**src/rtl/ascon_m2_pkg.sv**
```systemverilog
// Shared types, constants and the round function of the two-share masked Ascon permutation.
// Used by the controller, the datapath and the top level; depends on nothing else.
package ascon_m2_pkg;

	localparam int unsigned SHARE_ROT = 11;
	localparam logic [3:0] NUM_ROUNDS = 4'd12;
	localparam logic [3:0] RC_HIGH_BASE = 4'hF;

	typedef struct packed {
		logic [4:0][63:0] a;
		logic [4:0][63:0] b;
		logic [63:0]      rnd;
	} state_t;

	typedef enum logic [1:0] {
		ST_IDLE = 2'b01,
		ST_RUN  = 2'b10
	} ctrl_state_t;

	typedef struct packed {
		logic load;
		logic step;
		logic xfer;
	} cmd_t;

	function automatic logic [63:0] rotr64(input logic [63:0] x, input int unsigned n);
		logic [63:0] r;
		r = (x >> (n % 64)) | (x << ((64 - (n % 64)) % 64));
		if ((n % 64) == 0) begin
			r = x;
		end
		return r;
	endfunction

	function automatic logic [63:0] to_b(input logic [63:0] x);
		return rotr64(x, SHARE_ROT);
	endfunction

	function automatic logic [63:0] from_b(input logic [63:0] x);
		return rotr64(x, 64 - (SHARE_ROT % 64));
	endfunction

	function automatic logic [63:0] diffuse(input logic [63:0] x, input int unsigned r1,
			input int unsigned r2);
		return x ^ rotr64(x, r1) ^ rotr64(x, r2);
	endfunction

	// One round: constant addition, masked chi with the random word as a third
	// share, and the linear layer on both shares. Share a of word 2 is kept
	// inverted across rounds, so the inverted constant is added here.
	function automatic state_t round_f(input state_t s, input logic [3:0] r);
		logic [4:0][63:0] ta;
		logic [4:0][63:0] tb;
		logic [4:0][63:0] na;
		logic [4:0][63:0] nb;
		logic [63:0]      rc;
		logic [63:0]      ra;
		logic [63:0]      rb;
		state_t           o;
		rc = {56'd0, RC_HIGH_BASE - r, r};
		ta = s.a;
		tb = s.b;
		ta[2] = ta[2] ^ ~rc;
		ta[0] = ta[0] ^ ta[4];
		ta[4] = ta[4] ^ ta[3];
		ta[2] = ta[2] ^ ta[1];
		tb[0] = tb[0] ^ tb[4];
		tb[4] = tb[4] ^ tb[3];
		tb[2] = tb[2] ^ tb[1];
		// Fresh share from the random word.
		ra = s.rnd;
		rb = to_b(s.rnd);
		ra = ra ^ (~ta[0] & from_b(tb[1])) ^ (~ta[0] & ta[1]);
		rb = rb ^ (tb[0] & tb[1]) ^ (tb[0] & to_b(ta[1]));
		for (int k = 0; k < 5; k++) begin
			na[k] = ta[k] ^ (~ta[(k + 1) % 5] & from_b(tb[(k + 2) % 5]))
				^ (~ta[(k + 1) % 5] & ta[(k + 2) % 5]);
			nb[k] = tb[k] ^ (tb[(k + 1) % 5] & tb[(k + 2) % 5])
				^ (tb[(k + 1) % 5] & to_b(ta[(k + 2) % 5]));
		end
		// Word 4 takes the random share instead of the plain chi term.
		na[4] = ta[4] ^ ra;
		nb[4] = tb[4] ^ rb;
		na[1] = na[1] ^ na[0];
		na[0] = na[0] ^ na[4];
		na[3] = na[3] ^ na[2];
		nb[1] = nb[1] ^ nb[0];
		nb[0] = nb[0] ^ nb[4];
		nb[3] = nb[3] ^ nb[2];
		o.a[0] = diffuse(na[0], 19, 28);
		o.b[0] = diffuse(nb[0], 19, 28);
		o.a[1] = diffuse(na[1], 61, 39);
		o.b[1] = diffuse(nb[1], 61, 39);
		o.a[2] = diffuse(na[2], 1, 6);
		o.b[2] = diffuse(nb[2], 1, 6);
		o.a[3] = diffuse(na[3], 10, 17);
		o.b[3] = diffuse(nb[3], 10, 17);
		o.a[4] = diffuse(na[4], 7, 41);
		o.b[4] = diffuse(nb[4], 7, 41);
		o.rnd = rotr64(ra, 13);
		return o;
	endfunction

endpackage

```
**src/rtl/ascon_m2_ctrl.sv**
```systemverilog
// Controller of the masked Ascon permutation: handshakes and round sequencing.
// Depends on ascon_m2_pkg; drives the datapath with load, step and transfer commands.
module ascon_m2_ctrl (
	input  logic              clk,
	input  logic              arst_n,
	input  logic              in_valid,
	output logic              in_ready,
	output logic              out_valid,
	input  logic              out_ready,
	input  logic              done,
	output ascon_m2_pkg::cmd_t cmd
);

	ascon_m2_pkg::ctrl_state_t state_q;
	ascon_m2_pkg::ctrl_state_t state_d;
	logic                      out_valid_q;
	logic                      can_xfer;

	assign in_ready  = (state_q == ascon_m2_pkg::ST_IDLE);
	assign out_valid = out_valid_q;
	assign can_xfer  = !out_valid_q || out_ready;

	always_comb begin
		state_d  = state_q;
		cmd.load = 1'b0;
		cmd.step = 1'b0;
		cmd.xfer = 1'b0;
		unique case (state_q)
			ascon_m2_pkg::ST_IDLE: begin
				if (in_valid) begin
					cmd.load = 1'b1;
					state_d  = ascon_m2_pkg::ST_RUN;
				end
			end
			ascon_m2_pkg::ST_RUN: begin
				if (!done) begin
					cmd.step = 1'b1;
				end else if (can_xfer) begin
					cmd.xfer = 1'b1;
					state_d  = ascon_m2_pkg::ST_IDLE;
				end
			end
			default: begin
				state_d = ascon_m2_pkg::ST_IDLE;
			end
		endcase
	end

	always_ff @(posedge clk or negedge arst_n) begin
		if (!arst_n) begin
			state_q     <= ascon_m2_pkg::ST_IDLE;
			out_valid_q <= 1'b0;
		end else begin
			state_q <= state_d;
			if (cmd.xfer) begin
				out_valid_q <= 1'b1;
			end else if (out_ready) begin
				out_valid_q <= 1'b0;
			end
		end
	end

endmodule

```
**src/rtl/ascon_m2_datapath.sv**
```systemverilog
// Datapath of the masked Ascon permutation: working state, round counter, output register.
// Depends on ascon_m2_pkg for the state type and the round function.
module ascon_m2_datapath (
	input  logic                 clk,
	input  ascon_m2_pkg::cmd_t   cmd,
	input  ascon_m2_pkg::state_t in_state,
	input  logic [3:0]           start_round,
	output logic                 done,
	output ascon_m2_pkg::state_t out_state
);

	ascon_m2_pkg::state_t work_q;
	ascon_m2_pkg::state_t out_q;
	logic [3:0]           round_q;
	ascon_m2_pkg::state_t load_state;
	ascon_m2_pkg::state_t final_state;

	assign done      = (round_q >= ascon_m2_pkg::NUM_ROUNDS);
	assign out_state = out_q;

	// Share a of word 2 stays inverted while the rounds run.
	always_comb begin
		load_state       = in_state;
		load_state.a[2]  = ~in_state.a[2];
		final_state      = work_q;
		final_state.a[2] = ~work_q.a[2];
	end

	always_ff @(posedge clk) begin
		if (cmd.load) begin
			work_q  <= load_state;
			round_q <= start_round;
		end else if (cmd.step) begin
			work_q  <= ascon_m2_pkg::round_f(work_q, round_q);
			round_q <= round_q + 4'd1;
		end
		if (cmd.xfer) begin
			out_q <= final_state;
		end
	end

endmodule

```
**src/rtl/ascon_masked_two_share_permutation.sv**
```systemverilog
// Two-share masked Ascon permutation, rounds start_round..11, one round per clock cycle.
// out_valid rises after the load, the rounds and the move of the finished state into the
// output register, which waits while an earlier result is held; a start round of 12 or more
// skips the rounds. Having one round unit, the block takes the next input beat only after that move.
// Reset (arst_n low) empties the block: no item in flight and no result pending.
module ascon_masked_two_share_permutation (
	input  logic        clk,
	input  logic        arst_n,
	input  logic        in_valid,
	output logic        in_ready,
	input  logic [63:0] in_w0_a,
	input  logic [63:0] in_w0_b,
	input  logic [63:0] in_w1_a,
	input  logic [63:0] in_w1_b,
	input  logic [63:0] in_w2_a,
	input  logic [63:0] in_w2_b,
	input  logic [63:0] in_w3_a,
	input  logic [63:0] in_w3_b,
	input  logic [63:0] in_w4_a,
	input  logic [63:0] in_w4_b,
	input  logic [63:0] random_in,
	input  logic [3:0]  start_round,
	output logic        out_valid,
	input  logic        out_ready,
	output logic [63:0] out_w0_a,
	output logic [63:0] out_w0_b,
	output logic [63:0] out_w1_a,
	output logic [63:0] out_w1_b,
	output logic [63:0] out_w2_a,
	output logic [63:0] out_w2_b,
	output logic [63:0] out_w3_a,
	output logic [63:0] out_w3_b,
	output logic [63:0] out_w4_a,
	output logic [63:0] out_w4_b,
	output logic [63:0] random_out
);

	// The input beat is gathered into one state record. Share b of every word is
	// kept in its rotated form throughout; the round function converts between the rotated and
	// plain forms only where share-a or random terms meet share-b terms inside the masked S-box.
	ascon_m2_pkg::state_t in_state;
	ascon_m2_pkg::state_t out_state;
	ascon_m2_pkg::cmd_t   cmd;
	logic                 done;

	assign in_state.a[0] = in_w0_a;
	assign in_state.b[0] = in_w0_b;
	assign in_state.a[1] = in_w1_a;
	assign in_state.b[1] = in_w1_b;
	assign in_state.a[2] = in_w2_a;
	assign in_state.b[2] = in_w2_b;
	assign in_state.a[3] = in_w3_a;
	assign in_state.b[3] = in_w3_b;
	assign in_state.a[4] = in_w4_a;
	assign in_state.b[4] = in_w4_b;
	assign in_state.rnd  = random_in;

	// The controller loads the datapath on an input beat, steps one round per cycle
	// until the round counter is at least twelve, and then moves the finished state into
	// the output register as soon as that register is empty or being emptied. A
	// result waiting on out_ready therefore does not block the rounds of the next item.
	ascon_m2_ctrl u_ctrl (
		.clk       (clk),
		.arst_n    (arst_n),
		.in_valid  (in_valid),
		.in_ready  (in_ready),
		.out_valid (out_valid),
		.out_ready (out_ready),
		.done      (done),
		.cmd       (cmd)
	);

	ascon_m2_datapath u_datapath (
		.clk         (clk),
		.cmd         (cmd),
		.in_state    (in_state),
		.start_round (start_round),
		.done        (done),
		.out_state   (out_state)
	);

	assign out_w0_a   = out_state.a[0];
	assign out_w0_b   = out_state.b[0];
	assign out_w1_a   = out_state.a[1];
	assign out_w1_b   = out_state.b[1];
	assign out_w2_a   = out_state.a[2];
	assign out_w2_b   = out_state.b[2];
	assign out_w3_a   = out_state.a[3];
	assign out_w3_b   = out_state.b[3];
	assign out_w4_a   = out_state.a[4];
	assign out_w4_b   = out_state.b[4];
	assign random_out = out_state.rnd;

endmodule
```
**config.mk**
```make
export PLATFORM = sky130hd
export DESIGN_NAME = ascon_masked_two_share_permutation
export DESIGN_NICKNAME = d
export VERILOG_FILES = /design/src/rtl/ascon_m2_pkg.sv /design/src/rtl/ascon_m2_ctrl.sv /design/src/rtl/ascon_m2_datapath.sv /design/src/rtl/ascon_masked_two_share_permutation.sv
export SDC_FILE = /design/constraint.sdc
export NUM_CORES = 2
export LEC_CHECK = 0
export BUFFER_PORTS_ARGS = -buffer_cell sky130_fd_sc_hd__buf_2
export CORE_AREA = 2 2 554 556
export DETAILED_ROUTE_END_ITERATION = 12
export DIE_AREA = 0 0 556 558
export PLACE_DENSITY = 0.45
export SYNTH_ARGS = -nofsm -noshare
export SYNTH_HDL_FRONTEND = slang
export SYNTH_SLANG_ARGS = --single-unit
```
**constraint.sdc**
```tcl
create_clock -name clk -period 109.4 [get_ports clk]
set_input_delay 16.41 -clock clk [delete_from_list [all_inputs] [get_ports clk]]
set_output_delay 16.41 -clock clk [all_outputs]
set_load 0.005 [all_outputs]
```
* Yosys cells after proc, flatten, opt, wreduce, memory -nomap -nowiden
Cells that the tools add are included.
Operators by class: add/subtract/negate cells 2, reductions and logical operators 5, bitwise operators 115, equality and inequality tests 5, magnitude comparators 1, muxes and demuxes 16
Operators with widths (number):
- $xor A64 B64 Y64 | 55
- $mux W704 | 2
- $and A64 B64 Y64 | 20
- $not A64 Y64 | 7
- $or A53 B64 Y64 | 6
- $or A11 B64 Y64 | 5
- $or A23 B64 Y64 | 2
- $or A25 B64 Y64 | 2
- $or A3 B64 Y64 | 2
- $or A36 B64 Y64 | 2
- $or A45 B64 Y64 | 2
- $or A47 B64 Y64 | 2
- $or A54 B64 Y64 | 2
- $or A57 B64 Y64 | 2
- $or A58 B64 Y64 | 2
- $or A63 B64 Y64 | 2
- $not A8 Y64 | 1
- $or A51 B64 Y64 | 1
- $mux W2 | 4
- $mux W4 | 2
- $mux W1 | 7
- $add A4 B1 Y4 const B | 1
- $ge A4 B4 Y1 const B | 1
- $ne A2 B1 Y1 const B | 2
- 9 further kinds | 10
Word-level totals: input port bits 712, register bits 1415, word-level logic and storage cells 169, output and inout port bits 706

* Longest topological paths before layout
word-level depth 14, gate-level depth with buffers 11, depth with buffers taken out 9

* Modules after synthesis
Synthesis repeated with hierarchy kept, for this count alone.
Second synthesis, totals: cells, all modules 7502, area, all modules 90844.6 µm²
Modules (own cells, without submodules):
- ascon_m2_datapath | cells each 7488, seq. area each 42400.7 µm², area each 90697.0 µm², instances 1
- ascon_m2_ctrl | cells each 14, seq. area each 76.3 µm², area each 147.6 µm², instances 1

* Worst setup path before layout
OpenSTA, ideal clock, no wires.
kind register to register, from reg u_datapath.round_q[3], to reg u_datapath.work_q, in the netlist u_datapath.final_state[0] (enable), clock period less this slack 52.579 ns, data required time 106.637 ns, buffers on the path 0, cell stages (with the launch flop) 3, path slack 56.821 ns, setup time 2.763 ns, data arrival time 49.817 ns, path through edfxtp_1 and2_1 o21ai_0
On the way: longest elaborated chain between the ends 4
Ends and longest elaborated chain:
- start: declaration | RTL line ascon_m2_datapath.sv:14 | logic [3:0] round_q;
- start signal: assignment | RTL line ascon_m2_datapath.sv:32 | round_q <= start_round;
- start signal: assignment | RTL line ascon_m2_datapath.sv:35 | round_q <= round_q + 4'd1;
- $ge A4 B4 Y1 | RTL line ascon_m2_datapath.sv:18 | assign done = (round_q >= ascon_m2_pkg::NUM_ROUNDS);
- $mux W1 | RTL line ascon_m2_ctrl.sv:36 | if (!done) begin
- $mux W2 | RTL line ascon_m2_ctrl.sv:28 | unique case (state_q)
- $reduce_bool A2 Y1 (no source line)
- end signal: assignment | RTL line ascon_m2_datapath.sv:31 | work_q <= load_state;
- end signal: assignment | RTL line ascon_m2_datapath.sv:34 | work_q <= ascon_m2_pkg::round_f(work_q, round_q);
- end: declaration | RTL line ascon_m2_datapath.sv:12 | ascon_m2_pkg::state_t work_q;
Every way passes these cells. A chain may end at the register's enable or synchronous reset.

==> impl_metrics.ini <==
[timing]
worst_pin_slew_ns = 1.591
fmax_mhz = 47.64
setup_viol = 0
final.setup.tns_ns = 0
hold_viol = 0
rsz0062_at_grt = no
fin_crit_sh_pct = 19.19
fin_skew_ns = 0.05683
min_period_ns = 20.99
final_max_slew_viol_count = 8
maxSlewHeadroom_pct = -6.803

[synthesis]
yosysTopAreaCell = edfxtp_1
synth_cell_type_count = 50
synth-warning-count = 0
ys_seq_area_share_pct = 47.54
postSynthAreaPerCell_sq_um = 11.47
mappedNetlistNets = 8757
ys_ff_latch = 1415
synthCells = 7788
synth_area_sq_mm = 0.08935
synth_ff_type = edfxtp_1
synth_top_area_share_pct = 47.46
async_flop_share_pct = 0.2120
synth-edff-count = 1412
synth.area.top_cells = edfxtp_1 (47%), xnor2_1 (18%), xor2_1 (7.3%)

[clock_tree]
ctsHtreeMaxLevel = 4
post_cts_buffers = 0
cts_resized = 0
ctsLongestPathBuffers = 4
cts_tree = built
numClockSinks = 1415
cts_buffers = 175
clk-insertion-delay-late_ns = 0.93
clkSlewWorstSetupHoldPaths_ns = 0.06
clockRootBuffer = clkbuf_16
postCtsHoldBufs = 0

[critical_path]
required_ns = 109.94
path_cells = buf_2 > nand2b_1 > nand2_1 > nor2_4 > buf_12 > buf_4 > buf_4 > buf_4 > buf_4 > buf_4
cpMaxStageDelayCell = buf_4
crit_top_cell = buf_4
critPathArrivalTime_ns = 21.53
rr_startpoint = u_datapath.round_q[2]
path_max_fanout = 148
start_kind = input port
crit_start = out_ready
critPathCaptureType = register
path_class = input port to register
cp_slowest_stage_delay_ns = 0.81

[layout]
finalNonFillerCells = 13670
drive_gt1_share_pct = 23.16
final_common_cell = xnor2_1
area_growth_pct = 22.80
final_cell_mix = xnor2_1 (1736), buf_2 (1417), edfxtp_1 (1412), xor2_1 (736), nor2_1 (726)
nets = 10430

[drt]
wl_per_cell_um = 45.00
ant_nets = 0
first_pass_iters = 8
avgViaCountPerCell = 5.404
first_iter_violations = 11560
num_vias = 73840
route.detailed.drc = 0
wirelength_mm = 614.9

[global_routing]
grt_start_max_net_pins = 166
grt_pass1_wl_mm = 755.3
grt_use_total_pct = 38.39
antenna_found_initial = 203
grt_pass1_vias = 67880
overflow = 0

[floorplan]
die_area_sq_mm = 0.3102
die_x_um = 556
row_count = 203
die_y_um = 558
pin_count = 1418
core_sq_mm = 0.3045
initial_core_util_pct = 29.34

[place]
post-dp-hpwl_mm = 526.8
gp_congestion = 1.046
dp.cells = 13280
port_buffers = 1417

[hold_path]
hp-class = register to register
hold_start = u_datapath.final_state[229]

[outcome]
violations = max-capacitance violations, max-slew violations
status = finished, violations left

[flow_run]
drv_cap = 3
-- state kept, by name, summed over array words and instances (netlist names) --
signal / cells
u_datapath.out_state: 704
u_datapath.work_q: 64
u_datapath.final_state: 640
u_ctrl.state_q: 2
u_datapath.round_q: 4
u_ctrl.out_valid: 1
-- final cells by class --
class | count | area (sq um)
clock buffer | 200 | 4516
timing repair buffer | 1695 | 9216
fill | 30640 | 194800
tap | 3997 | 5001
clock inverter | 113 | 1230
antenna | 70 | 175.2
sequential | 1415 | 42480
inverter | 374 | 1404
multi-input combinational | 5801 | 45700
-- routing by layer --
layer | wire length [um] | up-vias | track usage (%)
li1 | - | 29960 | -
met1 | 252100 | 37700 | 50.83
met2 | 259200 | 5088 | 56.50
met3 | 55080 | 1043 | 8.124
met4 | 48290 | 56 | 25.02
met5 | 340 | - | 0
-- Yosys cell counts (2+ instances only) --
library cell  count
nand3_1          14
dfrtp_1           2
nand2b_1         74
and3_1           23
nand3b_1         35
xnor3_1         112
nor3_2            7
a21oi_1         479
a221oi_2         13
maj3_1           46
xor2_2           28
xnor2_2          40
xnor2_1        1856
nand2_1         374
o21ai_0         272
o22ai_1           3
o21ai_1          52
nor3_1           90
or3_1             6
buf_1             6
a221oi_1         46
nor4_1            2
xor3_1           10
a22o_1           36
nor2b_1         160
and2_1           12
inv_1           374
and2b_1           9
mux2_2           41
nand4b_1          3
mux2i_1         159
nor2_1          727
xor2_1          747
a31oi_1          34
ha_1            257
a32o_1            2
edfxtp_1       1412
clkbuf_2         30
o2bb2ai_1        23
a21o_1            2
clkbuf_1        161
-- path summary, 6_finish.rpt --
path / endpoint / slack (ns) / depth (start not counted)
worst min-delay path: u_datapath.out_state[229] / 0.52 / 0
worst max register to register: u_datapath.out_state[669] / 103.02 / 9
worst max-delay path: u_datapath.out_state[669] / 88.41 / 10
max in group asynchronous: u_ctrl.state_q[0] / 93.88 / 1
worst min register to register: u_datapath.out_state[229] / 0.52 / 0
min in group asynchronous: u_ctrl.out_valid / 15.32 / 1
-- through the flow --
step | hold WS, ns | instance area (sq um) | setup WS, ns | utilization [%]
finish | 0.5205 | 109700 | 88.41 | 36.03
global route | 0.5359 | 109600 | 88.07 | 35.99
CTS | 0.5150 | 109500 | 88.43 | 35.97
detailed placement | 0.5030 | 103800 | 87.48 | 34.08
global placement | 0.4755 | 103800 | 87.58 | 34.08
floorplan | 0.4206 | 89350 | 56.82 | -
-- cells by family (layout without fill, tap and decap cells) --
| logic type | after synthesis | after routing | share of synthesized area (%) |
|---|---|---|---|
| other | 0 | 70 | 0 |
| xor gates and xnor gates | 2794 | 2794 | 29.87 |
| DFF | 1415 | 1415 | 47.54 |
| AOI/OAI and AO/OA | 967 | 967 | 6.090 |
| adders and majority gates | 303 | 303 | 4.114 |
| and+or+nand+nor | 1537 | 1537 | 7.636 |
| muxes | 200 | 200 | 2.298 |
| buffers and inverters | 572 | 2382 | 2.446 |
-- worst max-delay path: cells and delay by family --
kind          cells  cell delay [ns]
simple gates      3             0.38
buf+inv           7             4.39
Power is not shown: default switching activity piles up to over one toggle a cycle in this logic, so the estimate is an artifact.
